==> config.mk <==
export PLATFORM = sky130hd
export DESIGN_NAME = sorted_insert_priority_queue
export DESIGN_NICKNAME = d
export VERILOG_FILES = /design/src/sipq_pkg.sv /design/src/sorted_insert_priority_queue.sv /design/src/sipq_store.sv
export SDC_FILE = /design/constraint.sdc
export NUM_CORES = 2
export LEC_CHECK = 0
export BUFFER_PORTS_ARGS = -buffer_cell sky130_fd_sc_hd__buf_2
export CORE_ASPECT_RATIO = 0.9
export CORE_MARGIN = 4
export CORE_UTILIZATION = 55
export CTS_BUF_LIST = sky130_fd_sc_hd__clkbuf_8
export DETAILED_ROUTE_END_ITERATION = 16
export PLACE_DENSITY_LB_ADDON = 0.1
export RECOVER_POWER = 100
export SLEW_MARGIN = 15
export SYNTH_ARGS = -nofsm -noshare
export SYNTH_HDL_FRONTEND = slang
export SYNTH_SLANG_ARGS = --single-unit
==> constraint.sdc <==
create_clock -name aclk -period 14.5 [get_ports aclk]
set_input_delay 2.9 -clock aclk [delete_from_list [all_inputs] [get_ports aclk]]
set_output_delay 2.9 -clock aclk [all_outputs]
set_load 0.1 [all_outputs]
==> src/sipq_pkg.sv <==
package sipq_pkg;

    localparam int DEPTH_DEFAULT = 16;
    localparam int KEY_W = 34;
    localparam int TAG_W = 32;
    localparam int ENTRIES_W = 5;

    localparam logic CMD_ENQUEUE = 1'b0;
    localparam logic CMD_DEQUEUE = 1'b1;

    localparam logic [1:0] ST_INSERTED = 2'd0;
    localparam logic [1:0] ST_REMOVED  = 2'd1;
    localparam logic [1:0] ST_EMPTY    = 2'd2;
    localparam logic [1:0] ST_FULL     = 2'd3;

    typedef struct packed {
        logic             command;
        logic [KEY_W-1:0] key;
        logic [TAG_W-1:0] tag;
    } in_item_t;

    typedef struct packed {
        logic [1:0]           status;
        logic [KEY_W-1:0]     out_key;
        logic [TAG_W-1:0]     out_tag;
        logic [ENTRIES_W-1:0] entries;
        logic                 became_empty;
    } out_item_t;

    typedef struct packed {
        logic [KEY_W-1:0] key;
        logic [TAG_W-1:0] tag;
    } entry_t;

endpackage

==> src/sorted_insert_priority_queue.sv <==
// Bounded priority queue that holds up to DEPTH (key, tag) entries in ascending key order
// in a circular buffer memory. Every item yields exactly one result. A dequeue on an empty
// queue, and any enqueue on an empty or full queue, registers its result on acceptance; a
// dequeue that removes an entry does so from S_DEQ once the head entry is read. An enqueue
// into a queue holding n entries walks back from the tail one entry per cycle, moving each
// larger key, and each equal key but the head, one place back through the single memory
// read and write port. The block takes no new item while an item is in progress, or while
// a result waits in the output register and the result channel is not ready in that cycle.
module sorted_insert_priority_queue #(
    parameter int DEPTH = sipq_pkg::DEPTH_DEFAULT
) (
    input  logic                aclk,
    input  logic                aresetn,
    input  logic                s_valid,
    output logic                s_ready,
    input  sipq_pkg::in_item_t  s_data,
    output logic                m_valid,
    input  logic                m_ready,
    output sipq_pkg::out_item_t m_data
);
    import sipq_pkg::*;

    localparam int AW = $clog2(DEPTH);
    localparam int CW = $clog2(DEPTH + 1);

    typedef enum logic [1:0] {
        S_IDLE,
        S_SCAN,
        S_DEQ
    } state_t;

    state_t           state_reg, state_next;
    logic [AW-1:0]    head_reg, head_next;
    logic [CW-1:0]    count_reg, count_next;
    logic [CW-1:0]    pos_reg, pos_next;
    entry_t           new_reg, new_next;
    logic             m_valid_reg, m_valid_next;
    out_item_t        m_data_reg, m_data_next;

    logic             out_free;
    logic             accept;
    logic             wr_en;
    logic [AW-1:0]    wr_addr;
    entry_t           wr_data;
    logic [AW-1:0]    rd_addr;
    entry_t           rd_data;
    logic             move_back;

    function automatic logic [AW-1:0] ring_addr(input logic [AW-1:0] head,
                                                input logic [CW-1:0] off);
        logic [CW:0] sum;
        sum = (CW + 1)'(head) + (CW + 1)'(off);
        if (sum >= (CW + 1)'(DEPTH)) begin
            sum = sum - (CW + 1)'(DEPTH);
        end
        return sum[AW-1:0];
    endfunction

    sipq_store #(
        .DEPTH(DEPTH)
    ) u_store (
        .aclk   (aclk),
        .wr_en  (wr_en),
        .wr_addr(wr_addr),
        .wr_data(wr_data),
        .rd_addr(rd_addr),
        .rd_data(rd_data)
    );

    assign out_free = !m_valid_reg || m_ready;
    assign s_ready  = (state_reg == S_IDLE) && out_free;
    assign accept   = s_valid && s_ready;
    assign m_valid  = m_valid_reg;
    assign m_data   = m_data_reg;

    assign move_back = (pos_reg > CW'(1)) ? (rd_data.key >= new_reg.key)
                                          : (rd_data.key > new_reg.key);

    always_comb begin
        state_next   = state_reg;
        head_next    = head_reg;
        count_next   = count_reg;
        pos_next     = pos_reg;
        new_next     = new_reg;
        m_valid_next = m_valid_reg && !m_ready;
        m_data_next  = m_data_reg;
        wr_en        = 1'b0;
        wr_addr      = ring_addr(head_reg, pos_reg);
        wr_data      = new_reg;
        rd_addr      = ring_addr(head_reg, pos_reg - CW'(2));

        case (state_reg)
            S_IDLE: begin
                if (s_data.command == CMD_ENQUEUE) begin
                    rd_addr = ring_addr(head_reg, count_reg - CW'(1));
                end else begin
                    rd_addr = head_reg;
                end
                if (accept) begin
                    m_data_next = '0;
                    if (s_data.command == CMD_ENQUEUE) begin
                        new_next.key = s_data.key;
                        new_next.tag = s_data.tag;
                        if (count_reg == CW'(DEPTH)) begin
                            m_valid_next        = 1'b1;
                            m_data_next.status  = ST_FULL;
                            m_data_next.entries = ENTRIES_W'(count_reg);
                        end else if (count_reg == '0) begin
                            wr_en               = 1'b1;
                            wr_addr             = head_reg;
                            wr_data.key         = s_data.key;
                            wr_data.tag         = s_data.tag;
                            count_next          = CW'(1);
                            m_valid_next        = 1'b1;
                            m_data_next.status  = ST_INSERTED;
                            m_data_next.entries = ENTRIES_W'(CW'(1));
                        end else begin
                            pos_next   = count_reg;
                            state_next = S_SCAN;
                        end
                    end else begin
                        if (count_reg == '0) begin
                            m_valid_next       = 1'b1;
                            m_data_next.status = ST_EMPTY;
                        end else begin
                            state_next = S_DEQ;
                        end
                    end
                end
            end
            S_SCAN: begin
                wr_en = 1'b1;
                if (pos_reg != '0 && move_back) begin
                    wr_data  = rd_data;
                    pos_next = pos_reg - CW'(1);
                end else begin
                    count_next          = count_reg + CW'(1);
                    m_valid_next        = 1'b1;
                    m_data_next         = '0;
                    m_data_next.status  = ST_INSERTED;
                    m_data_next.entries = ENTRIES_W'(count_reg + CW'(1));
                    state_next          = S_IDLE;
                end
            end
            S_DEQ: begin
                head_next                = ring_addr(head_reg, CW'(1));
                count_next               = count_reg - CW'(1);
                m_valid_next             = 1'b1;
                m_data_next.status       = ST_REMOVED;
                m_data_next.out_key      = rd_data.key;
                m_data_next.out_tag      = rd_data.tag;
                m_data_next.entries      = ENTRIES_W'(count_reg - CW'(1));
                m_data_next.became_empty = (count_reg == CW'(1));
                state_next               = S_IDLE;
            end
            default: begin
                state_next = S_IDLE;
            end
        endcase
    end

    always_ff @(posedge aclk) begin
        if (!aresetn) begin
            state_reg   <= S_IDLE;
            head_reg    <= '0;
            count_reg   <= '0;
            m_valid_reg <= 1'b0;
        end else begin
            state_reg   <= state_next;
            head_reg    <= head_next;
            count_reg   <= count_next;
            m_valid_reg <= m_valid_next;
        end
        pos_reg    <= pos_next;
        new_reg    <= new_next;
        m_data_reg <= m_data_next;
    end

    a_count_bound: assert property (@(posedge aclk) disable iff (!aresetn)
        count_reg <= CW'(DEPTH))
        else $error("entry count exceeds the queue depth");

    a_scan_pos: assert property (@(posedge aclk) disable iff (!aresetn)
        (state_reg == S_SCAN) |-> (pos_reg <= count_reg))
        else $error("insert position lies beyond the tail");

    a_entries_match: assert property (@(posedge aclk) disable iff (!aresetn)
        m_valid_reg |-> (m_data_reg.entries == ENTRIES_W'(count_reg)))
        else $error("reported entry count disagrees with the held count");

    a_removed_emptied: assert property (@(posedge aclk) disable iff (!aresetn)
        (m_valid_reg && m_data_reg.status == ST_REMOVED)
            |-> (m_data_reg.became_empty == (count_reg == '0)))
        else $error("emptied flag disagrees with the held count");

endmodule

==> src/sipq_store.sv <==
module sipq_store #(
    parameter int DEPTH = sipq_pkg::DEPTH_DEFAULT
) (
    input  logic                       aclk,
    input  logic                       wr_en,
    input  logic [$clog2(DEPTH)-1:0]   wr_addr,
    input  sipq_pkg::entry_t           wr_data,
    input  logic [$clog2(DEPTH)-1:0]   rd_addr,
    output sipq_pkg::entry_t           rd_data
);
    import sipq_pkg::*;

    entry_t mem [DEPTH];
    entry_t rd_data_reg;

    always_ff @(posedge aclk) begin
        if (wr_en) begin
            mem[wr_addr] <= wr_data;
        end
        rd_data_reg <= mem[rd_addr];
    end

    assign rd_data = rd_data_reg;

endmodule
==> impl_metrics.csv <==
group,metric,value,unit
cells_and_area,nets,3012,
detailed_routing,drc,0,
detailed_routing,drtPass1Iterations,6,
timing,final.min_clock_period,10380,ps
floorplan,rows,105,
detailed_routing,drtIter0Drc,2591,
setup_path,cpLargestDelayFamily,"buffers and inverters",
floorplan,num_io_pins,147,
floorplan,start_util,55.46,%
synth,synth_nets,2760,
place,portBuffers,146,
synth,syn_area,50640,um^2
detailed_routing,vias_per_cell,6.112,
global_routing,grt_first_pass_wirelength,175100,um
synth,synthArstFlopShare,0,%
worst_hold_path,holdCritStartpoint,"u_store.rd_data[2]",
global_routing,antenna_found_initial,2,
clocking,clk_latency,830,ps
setup_path,worst-path-max-fanout,45,
timing,maxSlewHeadroom,-233.0,%
detailed_routing,vias,26150,
setup_path,crit-reg2reg-capture,"u_store.rd_data[59]",
cells_and_area,area_growth,10.64,%
power_and_ir_drop,intPower,7.907,mW
power_and_ir_drop,pwr-share-comb,34.7,%
job,drv_cap,40,
global_routing,grt_usage,24.80,%
floorplan,core-area,91310,um^2
setup_path,cp_common_cell,"clkbuf_1",
detailed_routing,wl_per_cell,27.81,um
clocking,post-cts-setup-buffer-count,0,
synth,ys_seq_area_share,74.30,%
timing,holdWs,538.3,ps
clocking,cts_buffers,194,
global_routing,grt_pass1_vias,26930,
synth,synthCells,2631,
synth,yosysTopAreaCellShare,71.22,%
power_and_ir_drop,clkPwrFrac,22.5,%
power_and_ir_drop,totalPowerFinal,12.24,mW
timing,setup_tns,0,ps
setup_path,reg2reg_slack,4980,ps
worst_hold_path,hold_path.class,"register to register",
clocking,cts_max_path_buffers,3,
synth,synth_largest_area_cell,"edfxtp_1",
power_and_ir_drop,p_leak,18.58,nW
synth,yosys_warnings,0,
power_and_ir_drop,p_switching,4.334,mW
place,dp_hpwl,63150,um
synth,yosys-top-cells-area,"edfxtp_1 71%, mux4_2 12%, dfxtp_1 3.1%, mux2i_1 1.5%, ha_1 1.4%",
power_and_ir_drop,power_density,218.5,nW/um^2
setup_path,crit_type,"primary input to register",
floorplan,die_y,295.9,um
power_and_ir_drop,ir_worst_vdd,0.1487,mV
synth,synth_seq_cells,1279,
cells_and_area,final_util,61.36,%
place,place.gp.congestion,0.7909,
detailed_routing,wl,119000,um
setup_path,crit_slowest_cell,"clkbuf_1",
timing,rsz0062_at_grt,"no",
power_and_ir_drop,p_seq_share,42.8,%
setup_path,critical_path_required,14950,ps
clocking,cts.clk_slew.worst_paths,60,ps
setup_path,worstSetupStartpointType,"primary input",
synth,synth-edff-count,1201,
cells_and_area,drive_gt1_share,18.39,%
setup_path,worst-path-buf-inv,4,
cells_and_area,fin_area,56030,um^2
synth,ys.flop_type,"edfxtp_1",
cells_and_area,largest_reg_flops,1056,
timing,clock_skew,41.81,ps
global_routing,grt_max_degree,88,
clocking,cts_root_buf,"clkbuf_8",
timing,worst_slew_pin_slew,4995,ps
timing,finalCritPeriodShare,71.57,%
setup_path,critical_path.cell_chain,"buf_2 > nand2b_1 > nand3_1 > nor4_1 > clkbuf_1 > a21oi_1 > nor3_1 > clkbuf_1 > buf_4",
clocking,cts_sinks,1279,
detailed_routing,ant_nets,0,
setup_path,reg2reg_depth,9,
place,placed_cell_area,52840,um^2
setup_path,critPathMaxStageDelay,1970,ps
cells_and_area,fill_cells,6658,
timing,setup_violations,0,
place,dp_slack,6917,ps
clocking,cts.repair.resized,0,
global_routing,overflow,0,
worst_hold_path,min_to,"m_data[8]",
place,post-place-cells,3915,
synth,synth.distinct_cells,55,
worst_hold_path,hold_path_depth,1,
outcome,violations,"max-capacitance violations, max-slew violations",
timing,finalHoldViolations,0,
setup_path,cp_data_arrival_time,10830,ps
power_and_ir_drop,sw_frac_of_total,35.41,%
setup_path,reg2reg_from,"head_reg[1]",
floorplan,dieArea,97000,um^2
timing,fmax,96.36,MHz
timing,worst_slack,4122,ps
clocking,hold_buffers,0,
clocking,cts-htree-levels,4,
floorplan,die_w,327.8,um
synth,avgSynthCellArea,19.25,um^2
timing,slew_viol_final,1370,
cells_and_area,stdcell_count,4278,
setup_path,endpoint_kind,"register",
clocking,tritoncts,"yes",
outcome,status,"finished with violations",
worst register-to-register path, cell delays in order, from the launching register on:
cell and delay (ps):
dfxtp_1 710, inv_1 200, fa_1 650, o21ai_0 2830
clkbuf_1 2710, buf_4 1190, mux4_2 450, nor2b_1 140
a211oi_1 370, a21oi_1 90
placed cells by master (no fill, tap or decap), types with 4 or more instances in the layout:
cell and count:
a21boi_0 64, inv_6 4, nand3_1 11, nand2b_1 4
mux2i_1 78, dfxtp_1 78, inv_8 4, xor2_1 6
o21ai_0 18, xnor2_1 12, clkinvlp_4 5, a211oi_1 69
clkinv_2 21, buf_4 23, edfxtp_1 1201, nor2b_1 69
clkinv_1 27, and3_1 4, and2_1 23, clkbuf_8 212
ha_1 54, nor3_1 17, and2_0 48, a21o_1 9
a221o_1 64, inv_1 129, nor2_1 19, nand4_1 5
buf_2 14, mux4_2 264, clkbuf_1 172, nor3b_1 10
a31oi_1 4, nand2_1 166, a21oi_1 91, a22oi_1 4
logic make-up after synthesis:
logic type               share of synthesized area [%]
multiplexers                                     13.33
AND/OR/NAND/NOR                                  3.783
adder cells (fa/ha/maj)                          1.478
AO/OA/AOI/OAI                                    4.981
flip-flops                                       74.30
buffers and inverters                            1.799
XOR/XNOR                                        0.3286
synth_stat cells, types with 7 or more instances:
| cell | number |
|---|---|
| mux4_2 | 264 |
| inv_1 | 48 |
| buf_1 | 7 |
| and2_1 | 70 |
| nand3_1 | 11 |
| xnor2_1 | 13 |
| a211oi_1 | 70 |
| a21oi_1 | 91 |
| nor2b_1 | 69 |
| nor3b_1 | 10 |
| ha_1 | 55 |
| dfxtp_1 | 78 |
| a21o_1 | 9 |
| a21boi_0 | 64 |
| clkbuf_1 | 63 |
| a221o_1 | 64 |
| o21ai_0 | 17 |
| buf_2 | 77 |
| nor3_1 | 17 |
| nor2_1 | 19 |
| edfxtp_1 | 1201 |
| nand2_1 | 166 |
| mux2i_1 | 78 |
power groups by stage:
| stage | clock (mW) | sequential, mW | combinational [mW] |
|---|---|---|---|
| final | 2.76 | 5.23 | 4.25 |
| after floorplan | 0 | 5.82 | 2.60 |
| after detailed placement | 0 | 5.28 | 4.26 |
| after global routing | 3.00 | 5.26 | 4.57 |
| after global placement | 0 | 5.27 | 4.18 |
| after CTS | 2.82 | 5.21 | 4.26 |
routing by layer:
metal	global-route usage, %	part of all wire, %	vias up
li1	-	-	11170
met4	7.197	2.1	0
met1	35.17	42	13680
met3	4.926	7.5	192
met5	0	0	-
met2	39.93	48	1097
worst max-delay path by stage:
stage	startpoint	endpoint	slack [ps]	cells past startpoint
2_1_floorplan	m_ready	u_store.mem[5][0]	4880	8
3_3_place_gp	m_ready	u_store.mem[8][26]	7010	11
3_5_place_dp	m_ready	u_store.mem[8][26]	6920	10
4_1_cts	m_ready	s_ready	7750	4
5_1_grt	m_ready	u_store.mem[15][8]	3820	9
6_report	m_ready	u_store.mem[12][11]	4120	9
area by class of cell:
type | count | area, um^2 | share of cell area, %
clock inverters | 146 | 720.7 | 1.286
flip-flops and latches | 1279 | 37630 | 67.16
well taps | 1230 | 1539 | 2.747
repair buffers | 211 | 912.1 | 1.628
inverters | 48 | 180.2 | 0.3216
multi-input cells | 1149 | 12120 | 21.64
diodes | 3 | 7.507 | 0.01340
clock buffers | 212 | 2918 | 5.208
No activity file was read; power rests on OpenSTA's default activity.
